==> src/hdl/sws_pkg.sv <==
// Shared types and constants for the go-back-N sliding window sender.
// Used by sws_dp, sws_ctrl and sliding_window_sender; depends on nothing.
`timescale 1ns / 1ps

package sws_pkg;

  // window depth; slots are taken from the low sequence bits, so keep it a power of two
  localparam int WINDOW = 32;
  localparam int SLOT_W = $clog2(WINDOW);
  localparam int WIN_W  = $clog2(WINDOW + 1);

  // field widths
  localparam int SEQ_W    = 64;
  localparam int LEN_W    = 16;
  localparam int ETYPE_W  = 16;
  localparam int FTYPE_W  = 8;
  localparam int AWIN_W   = 32;
  localparam int FWIN_W   = 6;
  localparam int FSLOT_W  = 5;
  localparam int STALL_W  = 16;
  localparam int CFG_IDX_W  = 2;
  localparam int CFG_DATA_W = 16;

  // input commands
  localparam logic [1:0] CMD_TICK = 2'd0;
  localparam logic [1:0] CMD_ACK  = 2'd1;
  localparam logic [1:0] CMD_SEND = 2'd2;

  // result kinds
  localparam logic [1:0] KIND_NEW    = 2'd0;
  localparam logic [1:0] KIND_RETX   = 2'd1;
  localparam logic [1:0] KIND_STATUS = 2'd2;

  // status codes
  localparam logic [2:0] ST_OK      = 3'd0;
  localparam logic [2:0] ST_FULL    = 3'd1;
  localparam logic [2:0] ST_LONG    = 3'd2;
  localparam logic [2:0] ST_TIMEOUT = 3'd3;
  localparam logic [2:0] ST_IGNORED = 3'd4;

  // configuration register indexes
  localparam logic [CFG_IDX_W-1:0] REG_ETHERTYPE = 2'd0;
  localparam logic [CFG_IDX_W-1:0] REG_ACK_TYPE  = 2'd1;
  localparam logic [CFG_IDX_W-1:0] REG_TIMEOUT   = 2'd2;
  localparam logic [CFG_IDX_W-1:0] REG_MAX_LEN   = 2'd3;

  // configuration reset values
  localparam logic [ETYPE_W-1:0] RST_ETHERTYPE = 16'd34997;
  localparam logic [FTYPE_W-1:0] RST_ACK_TYPE  = 8'd2;
  localparam logic [STALL_W-1:0] RST_TIMEOUT   = 16'd300;
  localparam logic [LEN_W-1:0]   RST_MAX_LEN   = 16'd1472;

  typedef struct packed {
    logic [1:0]         command;
    logic [LEN_W-1:0]   send_len;
    logic [ETYPE_W-1:0] frame_ethertype;
    logic [FTYPE_W-1:0] frame_type;
    logic               frame_complete;
    logic [SEQ_W-1:0]   ack_value;
    logic [AWIN_W-1:0]  ack_window;
  } in_word_t;

  typedef struct packed {
    logic [1:0]         kind;
    logic [2:0]         status;
    logic [SEQ_W-1:0]   frame_sequence;
    logic [SEQ_W-1:0]   frame_ack;
    logic [FWIN_W-1:0]  frame_window;
    logic [FSLOT_W-1:0] buffer_slot;
    logic [LEN_W-1:0]   frame_len;
    logic               last;
  } out_word_t;

  // controller states
  typedef enum logic [2:0] {
    S_IDLE,
    S_CALC,
    S_EXEC,
    S_RPREP,
    S_RETX
  } ctrl_state_t;

  // output word source
  typedef enum logic [1:0] {
    OSEL_STATUS,
    OSEL_DATA,
    OSEL_RETX
  } osel_t;

  // controller to datapath
  typedef struct packed {
    logic       capture;
    logic       calc;
    logic       send;
    logic       ack;
    logic       stall_clr;
    logic       stall_set;
    logic       retx_init;
    logic       retx_step;
    logic       out_load;
    osel_t      out_sel;
    logic [2:0] out_status;
    logic       out_last;
  } dp_cmd_t;

  // datapath to controller
  typedef struct packed {
    logic [1:0] command;
    logic       frame_ok;
    logic       too_long;
    logic       full;
    logic       stall_hit;
    logic       outst_zero;
    logic       retx_last;
    logic       load_ok;
  } dp_stat_t;

endpackage

==> src/hdl/sws_dp.sv <==
// Datapath of the sliding window sender: config registers, window state,
// frame length store and output register. Depends on sws_pkg.
`timescale 1ns / 1ps

module sws_dp (
  input  logic                                clk,
  input  logic                                rst_n,
  input  logic                                cfg_we,
  input  logic [sws_pkg::CFG_IDX_W-1:0]       cfg_addr,
  input  logic [sws_pkg::CFG_DATA_W-1:0]      cfg_wdata,
  input  sws_pkg::in_word_t                   in_data,
  input  logic                                out_ready,
  input  sws_pkg::dp_cmd_t                    cmd,
  output sws_pkg::dp_stat_t                   stat,
  output logic                                out_valid,
  output sws_pkg::out_word_t                  out_data
);
  import sws_pkg::*;

  // configuration
  logic [ETYPE_W-1:0] cfg_etype_r;
  logic [FTYPE_W-1:0] cfg_atype_r;
  logic [STALL_W-1:0] cfg_timeout_r;
  logic [LEN_W-1:0]   cfg_maxlen_r;

  // captured input word
  in_word_t in_r;

  // window state
  logic [SEQ_W-1:0]   send_seq_r;
  logic [SEQ_W-1:0]   first_unacked_r;
  logic [WIN_W-1:0]   peer_win_r;
  logic [WIN_W-1:0]   outst_r;
  logic [STALL_W-1:0] stall_r;
  logic [SLOT_W-1:0]  cnt_r;

  // precomputed decisions
  logic [SEQ_W-1:0]   ack_clip_r;
  logic [WIN_W-1:0]   awin_r;
  logic               frame_ok_r;
  logic               too_long_r;
  logic [STALL_W-1:0] stall_inc_r;
  logic               stall_hit_r;

  // length store
  logic [LEN_W-1:0]   len_mem [WINDOW];
  logic [LEN_W-1:0]   len_q_r;
  logic [SLOT_W-1:0]  rd_addr;
  logic [SLOT_W-1:0]  retx_slot;

  logic               out_valid_r;
  out_word_t          out_r;
  out_word_t          out_nxt;
  logic [STALL_W-1:0] stall_inc;
  logic               ack_adv;

  // config writes
  always_ff @(posedge clk) begin
    if (!rst_n) begin
      cfg_etype_r   <= RST_ETHERTYPE;
      cfg_atype_r   <= RST_ACK_TYPE;
      cfg_timeout_r <= RST_TIMEOUT;
      cfg_maxlen_r  <= RST_MAX_LEN;
    end else if (cfg_we) begin
      case (cfg_addr)
        REG_ETHERTYPE: cfg_etype_r   <= cfg_wdata[ETYPE_W-1:0];
        REG_ACK_TYPE:  cfg_atype_r   <= cfg_wdata[FTYPE_W-1:0];
        REG_TIMEOUT:   cfg_timeout_r <= cfg_wdata[STALL_W-1:0];
        REG_MAX_LEN:   cfg_maxlen_r  <= cfg_wdata[LEN_W-1:0];
        default: ;
      endcase
    end
  end

  // input capture
  always_ff @(posedge clk) begin
    if (cmd.capture) begin
      in_r <= in_data;
    end
  end

  // saturating stall increment
  assign stall_inc = (stall_r == {STALL_W{1'b1}}) ? stall_r : stall_r + 1'b1;

  // first stage: compares on the captured word
  always_ff @(posedge clk) begin
    if (cmd.calc) begin
      ack_clip_r  <= (in_r.ack_value > send_seq_r) ? send_seq_r : in_r.ack_value;
      awin_r      <= (in_r.ack_window > AWIN_W'(WINDOW)) ? WIN_W'(WINDOW)
                                                          : WIN_W'(in_r.ack_window);
      frame_ok_r  <= (in_r.frame_ethertype == cfg_etype_r) &&
                     (in_r.frame_type == cfg_atype_r) && in_r.frame_complete;
      too_long_r  <= in_r.send_len > cfg_maxlen_r;
      stall_inc_r <= stall_inc;
      stall_hit_r <= stall_inc >= cfg_timeout_r;
    end
  end

  assign ack_adv = ack_clip_r > first_unacked_r;

  // window state updates
  always_ff @(posedge clk) begin
    if (!rst_n) begin
      send_seq_r      <= '0;
      first_unacked_r <= '0;
      peer_win_r      <= WIN_W'(WINDOW);
      outst_r         <= '0;
      stall_r         <= '0;
      cnt_r           <= '0;
    end else begin
      if (cmd.send) begin
        send_seq_r <= send_seq_r + 1'b1;
        outst_r    <= outst_r + 1'b1;
      end
      if (cmd.ack) begin
        peer_win_r <= awin_r;
        if (ack_adv) begin
          first_unacked_r <= ack_clip_r;
          outst_r         <= WIN_W'(send_seq_r - ack_clip_r);
        end
      end
      if (cmd.ack && ack_adv) begin
        stall_r <= '0;
      end else if (cmd.stall_clr) begin
        stall_r <= '0;
      end else if (cmd.stall_set) begin
        stall_r <= stall_inc_r;
      end
      if (cmd.retx_init) begin
        cnt_r <= '0;
      end else if (cmd.retx_step) begin
        cnt_r <= cnt_r + 1'b1;
      end
    end
  end

  // length store, read one frame ahead during a retransmit run
  assign retx_slot = first_unacked_r[SLOT_W-1:0] + cnt_r;
  assign rd_addr   = cmd.retx_step ? retx_slot + 1'b1 : retx_slot;

  always_ff @(posedge clk) begin
    if (cmd.send) begin
      len_mem[send_seq_r[SLOT_W-1:0]] <= in_r.send_len;
    end
    len_q_r <= len_mem[rd_addr];
  end

  // output word select
  always_comb begin
    out_nxt        = '0;
    out_nxt.kind   = KIND_STATUS;
    out_nxt.status = cmd.out_status;
    out_nxt.last   = 1'b1;
    case (cmd.out_sel)
      OSEL_DATA: begin
        out_nxt.kind           = KIND_NEW;
        out_nxt.status         = ST_OK;
        out_nxt.frame_sequence = send_seq_r;
        out_nxt.frame_ack      = first_unacked_r;
        out_nxt.frame_window   = FWIN_W'(peer_win_r);
        out_nxt.buffer_slot    = FSLOT_W'(send_seq_r[SLOT_W-1:0]);
        out_nxt.frame_len      = in_r.send_len;
      end
      OSEL_RETX: begin
        out_nxt.kind           = KIND_RETX;
        out_nxt.status         = ST_OK;
        out_nxt.frame_sequence = first_unacked_r + SEQ_W'(cnt_r);
        out_nxt.frame_ack      = first_unacked_r;
        out_nxt.frame_window   = FWIN_W'(peer_win_r);
        out_nxt.buffer_slot    = FSLOT_W'(retx_slot);
        out_nxt.frame_len      = len_q_r;
        out_nxt.last           = cmd.out_last;
      end
      default: ;
    endcase
  end

  // output register
  always_ff @(posedge clk) begin
    if (!rst_n) begin
      out_valid_r <= 1'b0;
    end else if (cmd.out_load) begin
      out_valid_r <= 1'b1;
    end else if (out_ready) begin
      out_valid_r <= 1'b0;
    end
  end

  always_ff @(posedge clk) begin
    if (cmd.out_load) begin
      out_r <= out_nxt;
    end
  end

  assign out_valid = out_valid_r;
  assign out_data  = out_r;

  // status to the controller
  assign stat.command    = in_r.command;
  assign stat.frame_ok   = frame_ok_r;
  assign stat.too_long   = too_long_r;
  assign stat.full       = outst_r >= peer_win_r;
  assign stat.stall_hit  = stall_hit_r;
  assign stat.outst_zero = outst_r == '0;
  assign stat.retx_last  = ({1'b0, cnt_r} + 1'b1) == outst_r;
  assign stat.load_ok    = !out_valid_r || out_ready;

endmodule

==> src/hdl/sws_ctrl.sv <==
// Controller of the sliding window sender: sequences capture, decision,
// single results and retransmit runs. Depends on sws_pkg.
`timescale 1ns / 1ps

module sws_ctrl (
  input  logic              clk,
  input  logic              rst_n,
  input  logic              in_valid,
  output logic              in_ready,
  input  sws_pkg::dp_stat_t stat,
  output sws_pkg::dp_cmd_t  cmd
);
  import sws_pkg::*;

  ctrl_state_t state_r;
  ctrl_state_t state_nxt;

  // state register
  always_ff @(posedge clk) begin
    if (!rst_n) begin
      state_r <= S_IDLE;
    end else begin
      state_r <= state_nxt;
    end
  end

  // next state and commands
  always_comb begin
    state_nxt      = state_r;
    cmd            = '0;
    cmd.out_sel    = OSEL_STATUS;
    cmd.out_status = ST_OK;
    in_ready       = 1'b0;
    case (state_r)
      S_IDLE: begin
        in_ready = 1'b1;
        if (in_valid) begin
          cmd.capture = 1'b1;
          state_nxt   = S_CALC;
        end
      end
      S_CALC: begin
        cmd.calc  = 1'b1;
        state_nxt = S_EXEC;
      end
      S_EXEC: begin
        case (stat.command)
          CMD_SEND: begin
            if (stat.too_long) begin
              cmd.out_status = ST_LONG;
            end else if (stat.full) begin
              cmd.out_status = ST_FULL;
            end else begin
              cmd.out_sel = OSEL_DATA;
            end
            if (stat.load_ok) begin
              cmd.out_load = 1'b1;
              cmd.send     = !stat.too_long && !stat.full;
              state_nxt    = S_IDLE;
            end
          end
          CMD_ACK: begin
            cmd.out_status = stat.frame_ok ? ST_OK : ST_IGNORED;
            if (stat.load_ok) begin
              cmd.out_load = 1'b1;
              cmd.ack      = stat.frame_ok;
              state_nxt    = S_IDLE;
            end
          end
          CMD_TICK: begin
            if (!stat.full) begin
              cmd.stall_clr = 1'b1;
              state_nxt     = S_IDLE;
            end else if (!stat.stall_hit) begin
              cmd.stall_set = 1'b1;
              state_nxt     = S_IDLE;
            end else if (stat.outst_zero) begin
              cmd.out_status = ST_TIMEOUT;
              if (stat.load_ok) begin
                cmd.out_load  = 1'b1;
                cmd.stall_clr = 1'b1;
                state_nxt     = S_IDLE;
              end
            end else begin
              cmd.stall_clr = 1'b1;
              cmd.retx_init = 1'b1;
              state_nxt     = S_RPREP;
            end
          end
          default: begin
            state_nxt = S_IDLE;
          end
        endcase
      end
      S_RPREP: begin
        // first length read is in flight
        state_nxt = S_RETX;
      end
      S_RETX: begin
        cmd.out_sel  = OSEL_RETX;
        cmd.out_last = stat.retx_last;
        if (stat.load_ok) begin
          cmd.out_load  = 1'b1;
          cmd.retx_step = 1'b1;
          if (stat.retx_last) begin
            state_nxt = S_IDLE;
          end
        end
      end
      default: begin
        state_nxt = S_IDLE;
      end
    endcase
  end

endmodule

==> src/hdl/sliding_window_sender.sv <==
// Top level of the go-back-N sliding window sender.
// Instantiates sws_ctrl and sws_dp; depends on sws_pkg.
//
//   channel | direction | handshake              | payload
//   in_     | input     | in_valid / in_ready    | in_data  (sws_pkg::in_word_t)
//   out_    | output    | out_valid / out_ready  | out_data (sws_pkg::out_word_t)
//   cfg_    | input     | cfg_we                 | cfg_addr, cfg_wdata
//
// One word is handled at a time: capture in S_IDLE, compare in S_CALC and update in
// S_EXEC, where a result waits until the output register is free.
// A timeout run first reads the length store in S_RPREP, then emits one
// retransmitted word per cycle while out_ready stays high.
// A stalled output holds the controller in place; the output register lets a
// result wait while the next word is already being captured and compared.
// Reset is synchronous; no clearing pass is needed, the length store is
// read only at slots that were written.
`timescale 1ns / 1ps

module sliding_window_sender (
  input  logic                           clk,
  input  logic                           rst_n,
  input  logic                           cfg_we,
  input  logic [sws_pkg::CFG_IDX_W-1:0]  cfg_addr,
  input  logic [sws_pkg::CFG_DATA_W-1:0] cfg_wdata,
  input  logic                           in_valid,
  output logic                           in_ready,
  input  sws_pkg::in_word_t              in_data,
  output logic                           out_valid,
  input  logic                           out_ready,
  output sws_pkg::out_word_t             out_data
);
  import sws_pkg::*;

  dp_cmd_t  cmd;
  dp_stat_t stat;

  // sequencing
  sws_ctrl u_ctrl (
    .clk      (clk),
    .rst_n    (rst_n),
    .in_valid (in_valid),
    .in_ready (in_ready),
    .stat     (stat),
    .cmd      (cmd)
  );

  // state, length store and output register
  sws_dp u_dp (
    .clk       (clk),
    .rst_n     (rst_n),
    .cfg_we    (cfg_we),
    .cfg_addr  (cfg_addr),
    .cfg_wdata (cfg_wdata),
    .in_data   (in_data),
    .out_ready (out_ready),
    .cmd       (cmd),
    .stat      (stat),
    .out_valid (out_valid),
    .out_data  (out_data)
  );

endmodule

==> config.mk <==
export PLATFORM = sky130hd
export DESIGN_NAME = sliding_window_sender
export DESIGN_NICKNAME = d
export VERILOG_FILES = /design/src/hdl/sws_pkg.sv /design/src/hdl/sws_dp.sv /design/src/hdl/sws_ctrl.sv /design/src/hdl/sliding_window_sender.sv
export SDC_FILE = /design/constraint.sdc
export NUM_CORES = 2
export LEC_CHECK = 0
export BUFFER_PORTS_ARGS = -buffer_cell sky130_fd_sc_hd__buf_2
export CORE_MARGIN = 2
export CORE_UTILIZATION = 49
export DETAILED_ROUTE_END_ITERATION = 12
export HOLD_SLACK_MARGIN = 0.12
export PLACE_DENSITY = 0.73
export SLEW_MARGIN = 0
export SYNTH_ARGS = -nofsm -noshare
export SYNTH_HDL_FRONTEND = slang
export SYNTH_HIERARCHICAL = 1
export SYNTH_SLANG_ARGS = --single-unit
==> constraint.sdc <==
create_clock -name clk -period 54.6 [get_ports clk]
set_input_delay 10.92 -clock clk [delete_from_list [all_inputs] [get_ports clk]]
set_output_delay 10.92 -clock clk [all_outputs]
set_load 0.02 [all_outputs]
# Yosys cells after proc, flatten, opt, wreduce, memory -nomap -nowiden
# Memories as Yosys holds them, arrays and structs flattened. A register that Yosys moved wholly into a read port is not among the register bits.
# Index checks and enable logic that the tools add are counted.
word_totals:
  ff_bits: 610
  ram_bits: 512
  input_bits: 162
  out_inout_bits: 163
  elab_cells: 147
  memories: 1
mem_list:
  columns: ["name", "words", "word_bits", "rd", "rd_clocked_by_memory_dff", "write_ports", "line_no", "rtl"]
  rows:
  - ["u_dp.len_mem", 32, 16, 1, 1, 1, "sws_dp.sv:46", "logic [LEN_W-1:0] len_mem [WINDOW];"]
classes:
  addsub: 9
  n_lt_le_gt_ge: 6
  eq_ne: 18
  muxes: 57
  bitwise_logic: 1
  reduce_logical: 22
ops:
  columns: ["operator", "count"]
  rows:
  - ["one-hot mux 160 bit (2 select lines)", 1]
  - ["greater-than comparator 64 bit", 2]
  - ["adder 64 x 1 -> 64 bit, second input constant", 1]
  - ["adder 64 x 5 -> 64 bit", 1]
  - ["two-way mux 64 bit", 1]
  - ["two-way mux 3 bit", 13]
  - ["greater-than comparator 32 x 6 -> 1 bit, second input constant", 1]
  - ["two-way mux 1 bit", 28]
  - ["two-way mux 6 bit", 3]
  - ["adder 16 x 1 -> 16 bit, second input constant", 1]
  - ["== test 16 bit", 1]
  - ["== test 16 bit, second input constant", 1]
  - [">= comparator 16 bit", 1]
  - ["greater-than comparator 16 bit", 1]
  - ["two-way mux 16 bit", 1]
  - ["one-hot mux 3 bit (5 select lines)", 1]
  - ["one-hot mux 3 bit (2 select lines)", 2]
  - ["adder 5 x 1 -> 5 bit, second input constant", 2]
  - ["two-way mux 5 bit", 2]
  - ["AND reduction 2 bit", 5]
  - ["one-hot mux 3 bit (3 select lines)", 1]
  - ["== test 2 bit, second input constant", 4]
  - ["== test 8 bit", 1]
  - ["adder 5 x 1 -> 6 bit, second input constant", 1]
  - ["other kinds (24)", 37]

# Logic depth before layout (Yosys ltp)
depth:
  word_depth: 11
  ltp_mapped: 19
  depth_no_buf: 18

# Cells and area by module
# The synthesis kept the hierarchy.
by_module_without_submodules:
  columns: ["module", "n_inst", "cells_per_inst", "area_per_inst_um2", "seq_area_each_um2"]
  rows:
  - ["sws_dp", 1, 3642, 49715.2, 31590.3]
  - ["sws_ctrl", 1, 53, 404.1, 60.1]

# Least setup slack after synthesis
# Ideal clock, no wire load.
synth_timing:
  path_kind: "input to register"
  start: "input port in_valid"
  end: "register u_dp/in_r[0] (netlist name), enable pin"
  t_arrival_ps: 24934
  required_time_ps: 53571
  path_slack_ps: 28637
  stages: 1
  path_cell_list: "nor4b_1"
synth_between:
  elab_chain_cells: 2
synth_lines:
  columns: ["element", "line_no", "rtl"]
  rows:
  - ["start: declaration", "sliding_window_sender.sv:25", "input logic in_valid,"]
  - ["two-way mux 1 bit", "sws_ctrl.sv:37", "if (in_valid) begin"]
  - ["two-way mux 1 bit", "sws_ctrl.sv:34", "case (state_r)"]
  - ["end signal: assignment", "sws_dp.sv:78", "in_r <= in_data;"]
  - ["end: declaration", "sws_dp.sv:27", "in_word_t in_r;"]
# Every way passes these cells.
# A chain may end at the register's enable or synchronous reset.

==> flow_summary_export.csv <==
group,metric,value,unit
timing,rsz0062_at_grt,"no",
placement,dp_hpwl,83.7,mm
clock_network,cts_tree,"yes",
critical_path,cp_max_fo,45,
timing,finalHoldViolations,0,
critical_path,cp_cell_sequence,"buf_2 > nand2b_1 > and2_1 > nor2_1 > a21oi_4 > buf_4 > buf_4 > mux4_2 > o21ai_0 > nand3_1 > and4_1",
clock_network,cts_resized,0,
run_status,status,"finished clean",
routing,detail-route-antenna-nets,0,
grt,grt_max_degree,176,
critical_path,path_common_cell,"buf_4",
timing,tns,0,ns
logic_synthesis,synth-seq-cells,1133,
logic_synthesis,synth_edf_count,896,
timing,timing.hold.ws,0.469,ns
logic_synthesis,avgSynthCellArea,13.6,um2
die,core_area,102000,um2
critical_path,cp_top_family,"buffers and inverters",
logic_synthesis,synth_ff_type,"edfxtp_1",
grt,met3_usage,4.69,%
logic_synthesis,netlist_area,50100,um2
layout,design_area,57300,um2
layout,multi_input_area,17000,um2
timing,period_needed,14.37,ns
clock_network,cts_buffer_depth,3,
power_and_ir_drop,seqPwrFrac,51.5,%
placement,dpl-instance-area,53300,um2
layout,fill_cells,8073,
clock_network,post-cts-setup-buffers,0,
timing,drv_slew,0,
placement,globalplace.congestion,0.892,
timing,worst_pin_slew,1.29,ns
timing,skew,0.0379,ns
power_and_ir_drop,switchingPower,403,uW
grt,met1_usage,32.7,%
die,ios,325,
logic_synthesis,yosysMostFrequentCell,"edfxtp_1",
power_and_ir_drop,p_leak,19.7,nW
die,start_util,49.3,%
logic_synthesis,async_reset_ff_share,0,%
logic_synthesis,synthCells,3695,
routing,vias,32300,
critical_path,crit_slowest_cell,"buf_4",
power_and_ir_drop,swShare,21.7,%
clock_network,cts_buffers,114,
grt,grt.overflow.total,0,
logic_synthesis,synth_top_area_cell,"edfxtp_1",
routing,dr.pass1.iters,5,
timing,fin_crit_sh,26.3,%
flow_run,cap_violations,0,
critical_path,crit_required,55.22,ns
clock_network,cts_num_sinks,1133,
layout,post-route-util,56.4,%
critical_path,crit_type,"in -> reg",
routing,vias_per_cell,5.89,
clock_network,clkLatencyLatePin,0.75,ns
power_and_ir_drop,ir_worst_vdd,0.0306,mV
logic_synthesis,ys_top_cells_by_count,"896 x edfxtp_1, 362 x nand2_1, 237 x dfxtp_1",
routing,wire_per_inst,23.5,um
routing,route.detailed.drc,0,
placement,port_buffers,324,
grt,grt_use_met2,40.2,%
layout,stdcell_count,5489,
grt,grt_pass1_vias,31400,
logic_synthesis,synth-warning-count,6,
critical_path,max_stage_delay,0.82,ns
clock_network,postCtsHoldBufs,0,
layout,drive_above_1_share,19.9,%
layout,area_growth,14.3,%
layout,fin_nets,4375,
logic_synthesis,ys_seq_area_share,63.2,%
die,rows,117,
die,dieArea,105000,um2
grt,grt-busiest-layer,"met2",
power_and_ir_drop,p_clk_share,44.4,%
critical_path,crit_path_end_kind,"register",
critical_path,cp-start-kind,"primary input",
clock_network,clk_pin_slew,0.06,ns
power_and_ir_drop,pwr-share-comb,4.1,%
clock_network,htreeDepth,3,
routing,wirelength,129,mm
logic_synthesis,syn-num-nets,4051,
power_and_ir_drop,power.density,32.5,nW/um2
die,fp.dieH,324,um
grt,grt_use_total,24.4,%
logic_synthesis,ys_top_cells_by_area,"edfxtp_1 54%, dfxtp_1 9.5%, mux4_2 5.8%",
power_and_ir_drop,p_int,1.46,mW
clock_network,cts_root_buffer,"clkbuf_16",
min_path,hold_class,"reg -> reg",
timing,max_slew_margin,13.8,%
logic_synthesis,ys_types,78,
critical_path,path_buf_inv,3,
grt,antenna_found_initial,2,
timing,setup_viol_count_final,0,
logic_synthesis,yosysTopAreaCellShare,53.7,%
timing,fmaxAchievable,69.6,MHz
die,fp.dieW,324,um
placement,dp.cells,5271,
grt,grt_pass1_wl,193,mm
layout,regArea,31700,um2
routing,drt_iter0_markers,3813,
critical_path,arrival,14.98,ns
==> metal layers <==
metal | wire (um) | vias to the layer above
li1 | - | 14500
met1 | 51100 | 16000
met2 | 61800 | 1608
met3 | 12000 | 253
met4 | 4340 | 0
met5 | 0 | -
==> stage by stage <==
stage | power (mW) | setup slack, ns
floorplan | 1.02 | 28.64
global placement | 1.05 | 39.46
detailed placement | 1.05 | 39.43
CTS | 1.87 | 40.16
global route | 1.91 | 39.92
finish | 1.86 | 40.23
==> flip-flops by register name, indices dropped and copies added (netlist names), 2 cells and up <==
| register | cells |
|---|---|
| u_dp/stat | 2 |
| u_dp/first_unacked_r | 64 |
| u_dp/ack_clip_r | 64 |
| u_dp/cfg_timeout_r | 16 |
| u_dp/peer_win_r | 6 |
| u_dp/awin_r | 6 |
| u_dp/in_r | 137 |
| u_dp/stall_r | 16 |
| u_dp/send_seq_r | 64 |
| u_dp/out_data | 156 |
| u_dp/cfg_atype_r | 8 |
| u_dp/len_mem | 512 |
| u_dp/len_q_r | 16 |
| u_dp/cnt_r | 5 |
| u_dp/outst_r | 6 |
| u_dp/cfg_etype_r | 16 |
| u_dp/stall_inc_r | 16 |
| u_dp/cfg_maxlen_r | 16 |
| u_ctrl/state_r | 3 |
==> final cells by class <==
class / instances / area share [%]
clock buffer: 141 / 5.26
inverter: 195 / 1.28
multi-input combinational: 2174 / 29.6
tap: 1368 / 2.99
timing repair buffer: 401 / 3.85
antenna: 1 / 0.00437
clock inverter: 76 / 1.74
sequential: 1133 / 55.2
==> cell usage in the layout (no fill, tap or decap), types with 33 or more instances in the layout <==
cell         n
a21boi_0    41
nand3_1    167
nand2_1    362
and3_1      57
o21ai_0    103
buf_2      323
a21oi_1     62
mux2_2      66
nor2_1     113
clkbuf_16  114
a211o_1     33
edfxtp_1   896
mux2i_1    104
buf_4       77
nor3_1     116
ha_1       191
mux4_2     129
xnor2_1    110
dfxtp_1    237
inv_1      195
and2_1      70
nand4_1     73
==> worst reg2reg max path, cell delays in order (launching register included) <==
cell,delay (ns)
dfxtp_1,0.45
inv_1,0.10
ha_1,0.27
nand2b_1,0.09
a21o_1,0.11
a21o_1,0.10
a21oi_1,0.06
nor2b_1,0.09
o21ai_0,0.07
nand2b_1,0.23
and3_1,0.24
nand2_1,0.15
a211oi_4,1.04
buf_4,0.91
buf_4,0.88
==> power groups by stage <==
| stage | Sequential, mW | Clock [mW] | Combinational (mW) |
|---|---|---|---|
| 4_1_cts | 0.958 | 0.839 | 0.0767 |
| 3_5_place_dp | 0.976 | 0 | 0.0761 |
| 5_1_grt | 0.959 | 0.871 | 0.0841 |
| 3_3_place_gp | 0.976 | 0 | 0.0741 |
| 2_1_floorplan | 0.984 | 0 | 0.0412 |
| 6_report | 0.958 | 0.826 | 0.0767 |
==> path summary, 6_finish.rpt <==
check | startpoint | endpoint | slack, ns | depth (start not counted)
min reg2reg | u_dp/cfg_maxlen_r[13] | u_dp/cfg_maxlen_r[13] | 0.47 | 2
max reg2reg | u_dp/outst_r[0] | u_dp/out_data[35] | 49.41 | 14
min | u_dp/cfg_maxlen_r[13] | u_dp/cfg_maxlen_r[13] | 0.47 | 2
max | out_ready | u_dp/len_q_r[3] | 40.23 | 11
==> cells by family (layout without fill, tap and decap cells) <==
logic type	count (synthesis)	in the layout	synth area share (%)
AND/OR/NAND/NOR	1144	1144	11.6
buffers and inverters	388	813	3.22
multiplexers	299	299	9.36
flip-flops	1133	1133	63.2
adder cells (fa/ha/maj)	194	194	4.87
AO/OA/AOI/OAI	393	393	5.29
XOR/XNOR	144	144	2.53
other	0	1	0
Power figures use the tool's default switching activity.
